==> config.mk <==
export PLATFORM = sky130hd
export DESIGN_NAME = binary_to_ascii_formatter_unit
export DESIGN_NICKNAME = d
export VERILOG_FILES = /design/src/bta_pkg.sv /design/src/bta_front.sv /design/src/bta_queue.sv /design/src/bta_back.sv /design/src/binary_to_ascii_formatter_unit.sv
export SDC_FILE = /design/constraint.sdc
export NUM_CORES = 1
export LEC_CHECK = 0
export BUFFER_PORTS_ARGS = -buffer_cell sky130_fd_sc_hd__buf_4
export CAP_MARGIN = 20
export CORE_MARGIN = 2
export CORE_UTILIZATION = 42
export DETAILED_ROUTE_END_ITERATION = 8
export GPL_TIMING_DRIVEN = 0
export MAX_ROUTING_LAYER = met4
export SETUP_SLACK_MARGIN = 0.02
export SYNTH_ARGS = -nofsm -noshare
export SYNTH_HDL_FRONTEND = slang
export SYNTH_SLANG_ARGS = --single-unit
==> constraint.sdc <==
create_clock -name i_clk -period 2.9 [get_ports i_clk]
set_input_delay 0.58 -clock i_clk [delete_from_list [all_inputs] [get_ports i_clk]]
set_output_delay 0.58 -clock i_clk [all_outputs]
set_load 0.02 [all_outputs]
==> src/bta_pkg.sv <==
// ----------------------------------------------------------------------------
// bta_pkg
// Shared types, constants and helpers for the binary to ascii formatter.
// ----------------------------------------------------------------------------
package bta_pkg;

    localparam int QUEUE_DEPTH_DEF = 2;
    localparam int DIGIT_SLOTS     = 5;
    localparam int CONV_STEPS      = 16;

    localparam logic [6:0] CHAR_ZERO     = 7'h30;
    localparam logic [6:0] CHAR_HEX_BASE = 7'h37;
    localparam logic [6:0] CHAR_MINUS    = 7'h2d;
    localparam logic [3:0] DEC_RADIX     = 4'd10;

    typedef enum logic [1:0] {
        ACT_SDEC     = 2'd0,
        ACT_UDEC     = 2'd1,
        ACT_HEX_BYTE = 2'd2,
        ACT_HEX_WORD = 2'd3
    } t_action;

    typedef enum logic [1:0] {
        KIND_DEC      = 2'd0,
        KIND_HEX_BYTE = 2'd1,
        KIND_HEX_WORD = 2'd2
    } t_kind;

    typedef struct packed {
        t_kind       kind;
        logic        neg;
        logic [15:0] data;
    } t_item;

    typedef enum logic [2:0] {
        ST_IDLE   = 3'd0,
        ST_SIGN   = 3'd1,
        ST_CONV   = 3'd2,
        ST_DIGITS = 3'd3,
        ST_EMIT   = 3'd4
    } t_state;

    function automatic logic [6:0] digit_char(input logic [3:0] d);
        if (d >= DEC_RADIX) begin
            return CHAR_HEX_BASE + {3'b000, d};
        end
        return CHAR_ZERO + {3'b000, d};
    endfunction

    // double dabble correction of one bcd digit
    function automatic logic [3:0] bcd_adjust(input logic [3:0] d);
        if (d >= 4'd5) begin
            return d + 4'd3;
        end
        return d;
    endfunction

endpackage

==> src/bta_front.sv <==
// ----------------------------------------------------------------------------
// bta_front
// Takes commands, classifies the action and forms the magnitude.
// ----------------------------------------------------------------------------
module bta_front (
    input  logic           i_clk,
    input  logic           i_rst_n,
    input  logic           i_start,
    input  logic [1:0]     i_action,
    input  logic [15:0]    i_value,
    output logic           o_busy,
    input  logic           i_full,
    output logic           o_push,
    output bta_pkg::t_item o_item
);
    import bta_pkg::*;

    logic  r_valid, n_valid;
    t_item r_item, n_item;
    logic  accept;

    assign o_push = r_valid && !i_full;
    assign o_busy = r_valid && i_full;
    assign accept = i_start && !o_busy;
    assign o_item = r_item;

    always_comb begin
        n_item.neg  = 1'b0;
        n_item.data = i_value;
        case (t_action'(i_action))
            ACT_SDEC: begin
                n_item.kind = KIND_DEC;
                if (i_value[15]) begin
                    // 0x8000 negates to itself, which is the right magnitude
                    n_item.neg  = 1'b1;
                    n_item.data = ~i_value + 16'd1;
                end
            end
            ACT_UDEC:     n_item.kind = KIND_DEC;
            ACT_HEX_BYTE: n_item.kind = KIND_HEX_BYTE;
            ACT_HEX_WORD: n_item.kind = KIND_HEX_WORD;
            default:      n_item.kind = KIND_DEC;
        endcase
    end

    assign n_valid = accept || (r_valid && !o_push);

    always_ff @(posedge i_clk) begin
        if (!i_rst_n) begin
            r_valid <= 1'b0;
        end else begin
            r_valid <= n_valid;
        end
    end

    always_ff @(posedge i_clk) begin
        if (accept) begin
            r_item <= n_item;
        end
    end

endmodule

==> src/bta_queue.sv <==
// ----------------------------------------------------------------------------
// bta_queue
// Short first-in first-out queue of classified items between front and back.
// ----------------------------------------------------------------------------
module bta_queue #(
    parameter int QUEUE_DEPTH = bta_pkg::QUEUE_DEPTH_DEF
) (
    input  logic           i_clk,
    input  logic           i_rst_n,
    input  logic           i_push,
    input  bta_pkg::t_item i_item,
    input  logic           i_pop,
    output logic           o_full,
    output logic           o_empty,
    output bta_pkg::t_item o_item
);
    import bta_pkg::*;

    localparam int PW = (QUEUE_DEPTH > 1) ? $clog2(QUEUE_DEPTH) : 1;
    localparam int CW = $clog2(QUEUE_DEPTH + 1);

    t_item           r_mem [QUEUE_DEPTH];
    logic [PW-1:0]   r_wr_ptr, n_wr_ptr;
    logic [PW-1:0]   r_rd_ptr, n_rd_ptr;
    logic [CW-1:0]   r_count, n_count;
    logic            do_push, do_pop;

    assign o_full  = (r_count == CW'(QUEUE_DEPTH));
    assign o_empty = (r_count == '0);
    assign do_push = i_push && !o_full;
    assign do_pop  = i_pop && !o_empty;
    assign o_item  = r_mem[r_rd_ptr];

    always_comb begin
        n_wr_ptr = r_wr_ptr;
        n_rd_ptr = r_rd_ptr;
        n_count  = r_count;
        if (do_push) begin
            n_wr_ptr = (r_wr_ptr == PW'(QUEUE_DEPTH - 1)) ? '0 : r_wr_ptr + PW'(1);
        end
        if (do_pop) begin
            n_rd_ptr = (r_rd_ptr == PW'(QUEUE_DEPTH - 1)) ? '0 : r_rd_ptr + PW'(1);
        end
        if (do_push && !do_pop) begin
            n_count = r_count + CW'(1);
        end else if (do_pop && !do_push) begin
            n_count = r_count - CW'(1);
        end
    end

    always_ff @(posedge i_clk) begin
        if (!i_rst_n) begin
            r_wr_ptr <= '0;
            r_rd_ptr <= '0;
            r_count  <= '0;
        end else begin
            r_wr_ptr <= n_wr_ptr;
            r_rd_ptr <= n_rd_ptr;
            r_count  <= n_count;
        end
    end

    always_ff @(posedge i_clk) begin
        if (do_push) begin
            r_mem[r_wr_ptr] <= i_item;
        end
    end

endmodule

==> src/bta_back.sv <==
// ----------------------------------------------------------------------------
// bta_back
// Converts one item to digits (double dabble for decimal) and emits the
// digits one per cycle, after a minus sign for a negative decimal value.
// ----------------------------------------------------------------------------
module bta_back (
    input  logic           i_clk,
    input  logic           i_rst_n,
    input  logic           i_empty,
    input  bta_pkg::t_item i_item,
    output logic           o_pop,
    output logic           o_strobe,
    output logic [6:0]     o_char_code,
    output logic           o_last_char
);
    import bta_pkg::*;

    localparam int SW = $clog2(CONV_STEPS);
    localparam logic [2:0] LAST_POS = 3'(DIGIT_SLOTS - 1);

    t_state      r_state, n_state;
    logic [15:0] r_bin;
    logic [19:0] r_bcd;
    logic [19:0] bcd_adj;
    logic [SW-1:0] r_step;
    logic [3:0]  r_digit [DIGIT_SLOTS];
    logic [2:0]  r_pos;
    logic        r_strobe, n_strobe;
    logic [6:0]  r_char, n_char;
    logic        r_last, n_last;

    assign o_pop       = (r_state == ST_IDLE) && !i_empty;
    assign o_strobe    = r_strobe;
    assign o_char_code = r_char;
    assign o_last_char = r_last;

    always_comb begin
        for (int i = 0; i < DIGIT_SLOTS; i++) begin
            bcd_adj[4*i +: 4] = bcd_adjust(r_bcd[4*i +: 4]);
        end
    end

    // next state
    always_comb begin
        n_state = r_state;
        case (r_state)
            ST_IDLE: begin
                if (!i_empty) begin
                    if (i_item.kind == KIND_DEC) begin
                        n_state = i_item.neg ? ST_SIGN : ST_CONV;
                    end else begin
                        n_state = ST_EMIT;
                    end
                end
            end
            ST_SIGN:   n_state = ST_CONV;
            ST_CONV:   if (r_step == SW'(CONV_STEPS - 1)) n_state = ST_DIGITS;
            ST_DIGITS: n_state = ST_EMIT;
            ST_EMIT:   if (r_pos == LAST_POS) n_state = ST_IDLE;
            default:   n_state = ST_IDLE;
        endcase
    end

    // outputs
    always_comb begin
        n_strobe = 1'b0;
        n_char   = digit_char(r_digit[r_pos]);
        n_last   = 1'b0;
        case (r_state)
            ST_SIGN: begin
                n_strobe = 1'b1;
                n_char   = CHAR_MINUS;
            end
            ST_EMIT: begin
                n_strobe = 1'b1;
                n_last   = (r_pos == LAST_POS);
            end
            default: ;
        endcase
    end

    always_ff @(posedge i_clk) begin
        if (!i_rst_n) begin
            r_state  <= ST_IDLE;
            r_strobe <= 1'b0;
        end else begin
            r_state  <= n_state;
            r_strobe <= n_strobe;
        end
    end

    always_ff @(posedge i_clk) begin
        r_char <= n_char;
        r_last <= n_last;
        case (r_state)
            ST_IDLE: begin
                if (!i_empty) begin
                    r_bin  <= i_item.data;
                    r_bcd  <= '0;
                    r_step <= '0;
                    // hex digits right-aligned in the store
                    r_digit[1] <= i_item.data[15:12];
                    r_digit[2] <= i_item.data[11:8];
                    r_digit[3] <= i_item.data[7:4];
                    r_digit[4] <= i_item.data[3:0];
                    r_pos      <= (i_item.kind == KIND_HEX_BYTE) ? 3'd3 : 3'd1;
                end
            end
            ST_CONV: begin
                r_bcd  <= {bcd_adj[18:0], r_bin[15]};
                r_bin  <= {r_bin[14:0], 1'b0};
                r_step <= r_step + SW'(1);
            end
            ST_DIGITS: begin
                for (int i = 0; i < DIGIT_SLOTS; i++) begin
                    r_digit[i] <= r_bcd[4*(DIGIT_SLOTS-1-i) +: 4];
                end
                // skip leading zeros, keep at least the units digit
                if (r_bcd[19:16] != 4'd0) begin
                    r_pos <= 3'd0;
                end else if (r_bcd[15:12] != 4'd0) begin
                    r_pos <= 3'd1;
                end else if (r_bcd[11:8] != 4'd0) begin
                    r_pos <= 3'd2;
                end else if (r_bcd[7:4] != 4'd0) begin
                    r_pos <= 3'd3;
                end else begin
                    r_pos <= 3'd4;
                end
            end
            ST_EMIT: begin
                r_pos <= r_pos + 3'd1;
            end
            default: ;
        endcase
    end

endmodule

==> src/binary_to_ascii_formatter_unit.sv <==
// ----------------------------------------------------------------------------
// binary_to_ascii_formatter_unit
// Prints a 16-bit value as ascii text, one character per strobe.
// ----------------------------------------------------------------------------
// A command is taken when i_start is high and o_busy is low. Characters come
// out on o_char_code with o_strobe high for exactly one cycle each, the digits
// one per cycle, o_last_char marking the final one; receivers cannot stall them.
// Hex runs load the item and then print 2 or 4 characters. Decimal runs
// load the item, print a minus sign for a negative value, run the double
// dabble conversion, pick the leading digit, then print 1 to 5 digits.
// A queue of QUEUE_DEPTH items plus one front register lets commands arrive
// while a run is still printing; o_busy rises only when both are full.
// ----------------------------------------------------------------------------
module binary_to_ascii_formatter_unit #(
    parameter int QUEUE_DEPTH = bta_pkg::QUEUE_DEPTH_DEF
) (
    input  logic        i_clk,
    input  logic        i_rst_n,
    input  logic        i_start,
    input  logic [1:0]  i_action,
    input  logic [15:0] i_value,
    output logic        o_busy,
    output logic        o_strobe,
    output logic [6:0]  o_char_code,
    output logic        o_last_char
);
    import bta_pkg::*;

    t_item front_item, queue_item;
    logic  push, pop, full, empty;

    bta_front u_front (
        .i_clk    (i_clk),
        .i_rst_n  (i_rst_n),
        .i_start  (i_start),
        .i_action (i_action),
        .i_value  (i_value),
        .o_busy   (o_busy),
        .i_full   (full),
        .o_push   (push),
        .o_item   (front_item)
    );

    bta_queue #(
        .QUEUE_DEPTH (QUEUE_DEPTH)
    ) u_queue (
        .i_clk   (i_clk),
        .i_rst_n (i_rst_n),
        .i_push  (push),
        .i_item  (front_item),
        .i_pop   (pop),
        .o_full  (full),
        .o_empty (empty),
        .o_item  (queue_item)
    );

    bta_back u_back (
        .i_clk       (i_clk),
        .i_rst_n     (i_rst_n),
        .i_empty     (empty),
        .i_item      (queue_item),
        .o_pop       (pop),
        .o_strobe    (o_strobe),
        .o_char_code (o_char_code),
        .o_last_char (o_last_char)
    );

endmodule
==> out/summary.log <==
[power] leakage power of the design 0.00280 uW
[sta] crit share post-route 0.884
[floorplan] starting density of the core 0.432
[critical_path] ordered cell list for the critical path buf_4, or4_1, clkbuf_1, clkbuf_1, ha_1, or3_1, a21boi_0
[finish] final std cell area, no fill 0.00741 mm^2
[floorplan] core area 0.0146 mm^2
[synth] share of the yosys chip area belonging to registers 0.639
[clock_network] number of gates given a new drive strength after cts 0
[sta] Final min period 2560 ps
[sta] Achievable Freq 390 MHz
[place] Post-DP Area 0.00680 mm^2
[clock_network] number of CTS-inserted buffers 17
[detailed_routing] ratio of routed vias to standard cells 5.12
[finish] fraction of layout instances using a drive strength above 1 0.148
[detailed_routing] final routed wire length divided by cell count 15.4 um
[critical_path] data required time of the critical path 3250 ps
[detailed_routing] number of search-and-repair iterations in the first detailed-routing pass 4
[critical_path] maximum fanout along the worst path 10
[clock_network] count of H-tree levels built during CTS 4
[power] ratio of total power to cell area 1100 mW/mm^2
[critical_path] startpoint type of the worst setup path register
[finish] area grow syn2layout 17.6%
[hold_path] Hold Crit Class primary input to register
[finish] total inserted antenna cells 0
[clock_network] Post-CTS Setup Repair Bufs 0
[critical_path] Critical-path top delay cell or4_1
[place] port buffer count 30
[clock_network] Root Buffer Master clkbuf_16
[finish] non-filler instance count after layout 752
[sta] number of pins exceeding their max-slew limit in the final report 0
[floorplan] die area 0.0160 mm^2
[run_status] result of the run completed
[place] placed cell count 720
[global_route] pin count of the biggest net entering global routing 34
[synth] number of instances in the synthesized netlist 504
[detailed_routing] antenna viol nets, final 0
[detailed_routing] DR vias 3,850
[floorplan] number of top-level design ports 31
[finish] most used cells in the layout excluding fill and tap cells edfxtp_1 (120), nor2_1 (60), a21oi_1 (43), nand2_1 (39), buf_4 (31)
[job] Max Cap Viol 0
[critical_path] type of the worst setup path register to register
[clock_network] quantity of hold-fixing buffers added after cts 0
[synth] Seq cells post-synth 141
[synth] total of warnings raised by yosys 0
[finish] # fillers 1,265
[critical_path] delay of the slowest cell on the worst path 490 ps
[clock_network] clk_lat worst skew 420 ps
[sta] setup TNS 0 ps
[synth] Unique masters post-synth 52
[clock_network] CTS tree yes
[sta] transition time of the tightest slew-check pin 952 ps
[floorplan] Row Count 44
[critical_path] Arr. time, crit path 2910 ps
[critical_path] cell type with the highest occurrence count on the critical path clkbuf_1
[global_route] overflow left after global routing 0
[clock_network] buffers from clock root to sink, at most 2
[finish] most common library cell in the layout ignoring fill and taps edfxtp_1
[clock_network] # clock sinks 141
[detailed_routing] number of design rule violations left after detail routing 0
[clock_network] post-CTS clock slew at the launch and capture registers of the worst setup and hold paths 60 ps
[floorplan] chip width 126 um
[global_route] global-route wire length before repair 19,200 um
[sta] number of failing hold endpoints at the final stage 0
[sta] Setup violations, final 0
[global_route] number of antenna violations at the first check in global routing 0
[power] maximum ir drop on the vdd rail 0.000583 V
[sta] clk_skew 6.70 ps
[global_route] overall global routing resource usage 0.161
[global_route] via count of the first global-routing pass 3,774
[place] Final HPWL DP 8360 um
[detailed_routing] number of violations reported at the end of detailed-routing iteration 0 173
[synth] Mapped Area 0.00630 mm^2
[finish] Final nets 596
[synth] average cell area after synthesis 12.5 um^2
[detailed_routing] total wire length after detailed routing 11,600 um
[power] Power Total 8150 uW
[synth] net count of the mapped netlist 545
[floorplan] Die Span Y 126 um
[sta] RSZ-0062 raised after global routing no
[sta] Worst slew margin 0.362
[place] GP Congestion 0.804
[critical_path] Setup crit end kind register
-- cell usage after synthesis (all sizes together) --
cell type  number  share of area
mux4            3          0.011
o21a            3         0.0036
or4b            1         0.0016
o41ai           2         0.0040
nor2           62          0.038
or4             3         0.0036
edfxtp        120           0.57
a21boi          6         0.0071
or3             1        0.00099
mux2i          22          0.037
nand3b          2         0.0044
o32ai           2         0.0028
and3            4         0.0042
inv            21          0.013
nor3b           2         0.0024
a41o            1         0.0016
nor3            7         0.0056
nor2b           3         0.0030
buf             5         0.0054
and2           10         0.0099
a31oi           1        0.00099
clkinv          1        0.00060
a21o            1         0.0012
xnor2          16          0.022
o22ai           3         0.0040
dfxtp          21          0.067
nand2b         11          0.011
a211o           1         0.0014
a221oi          1         0.0014
a21oi          43          0.034
ha             20          0.040
clkbuf         10         0.0060
o31ai           3         0.0036
nand2          40          0.024
o21ai          25          0.020
mux2            3         0.0054
or2             3         0.0030
xor2           12          0.017
nand3           6         0.0048
nor4            3         0.0030
-- path summary, 6_finish.rpt --
path,to,from,slack [ps],cells after the start
max,u_queue.r_count[1],u_back.r_state[1],340,7
min,u_front.o_item[0],i_value[0],370,1
max reg2reg,u_queue.r_count[1],u_back.r_state[1],340,7
min reg2reg,u_queue.r_mem[0][17],u_front.o_item[17],450,0
-- layer usage --
layer	GRT usage	part of all wire	up-vias
li1	-	-	1932
met1	0.198	0.46	1837
met5	-	0	-
met4	0.0646	0.015	0
met3	0.0422	0.036	17
met2	0.253	0.49	64
-- cell type report --
cell class | instances | area [um^2] | area share
clock inverters | 15 | 186 | 0.0252
multi-input cells | 326 | 2130 | 0.288
repair buffers | 32 | 260 | 0.0351
clock buffers | 17 | 425 | 0.0574
plain buffers | 15 | 71.3 | 0.00962
flip-flops and latches | 141 | 4020 | 0.543
inverters | 22 | 82.6 | 0.0111
well taps | 184 | 230 | 0.0311
-- kinds of logic after synthesis --
family	synth area share
mux	0.0536
fa+ha+maj	0.0397
compound gates	0.0856
simple gates	0.119
xor+xnor	0.0389
buf+inv	0.0244
flops	0.639
-- metrics by stage --
step                      setup WS [ps]  utilization  hold WS [ps]
after floorplan                     294            -           421
after global placement             -553        0.463           425
after detailed placement            321        0.466           432
after CTS                           301        0.508           348
after global routing                150        0.508           353
final                               335        0.508           365
-- state kept, by name, summed over array words and instances (netlist names), named ones only --
name,count
u_back.r_step,4
u_back.r_digit,20
u_queue.r_count,2
u_back.r_pos,3
u_back.o_char_code,7
u_queue.r_rd_ptr,1
u_back.o_strobe,1
u_back.r_state,3
u_back.r_bcd,20
u_front.r_valid,1
u_back.o_last_char,1
u_queue.r_wr_ptr,1
u_front.o_item,19
u_back.r_bin,16
u_queue.r_mem,38
-- report_power, final --
part / internal [uW] / switching, uW
logic: 1010 / 1490
clock network: 1370 / 881
registers: 3050 / 342
total: 5430 / 2720
-- critical path: cells and delay by family (launching register included) --
kind	cells	cell delay (ps)
buffers and inverters	3	760
AO/OA/AOI/OAI	1	160
AND/OR/NAND/NOR	2	860
flip-flops	1	300
adder cells (fa/ha/maj)	1	420
Note: power is estimated with default switching activity, not from simulation.
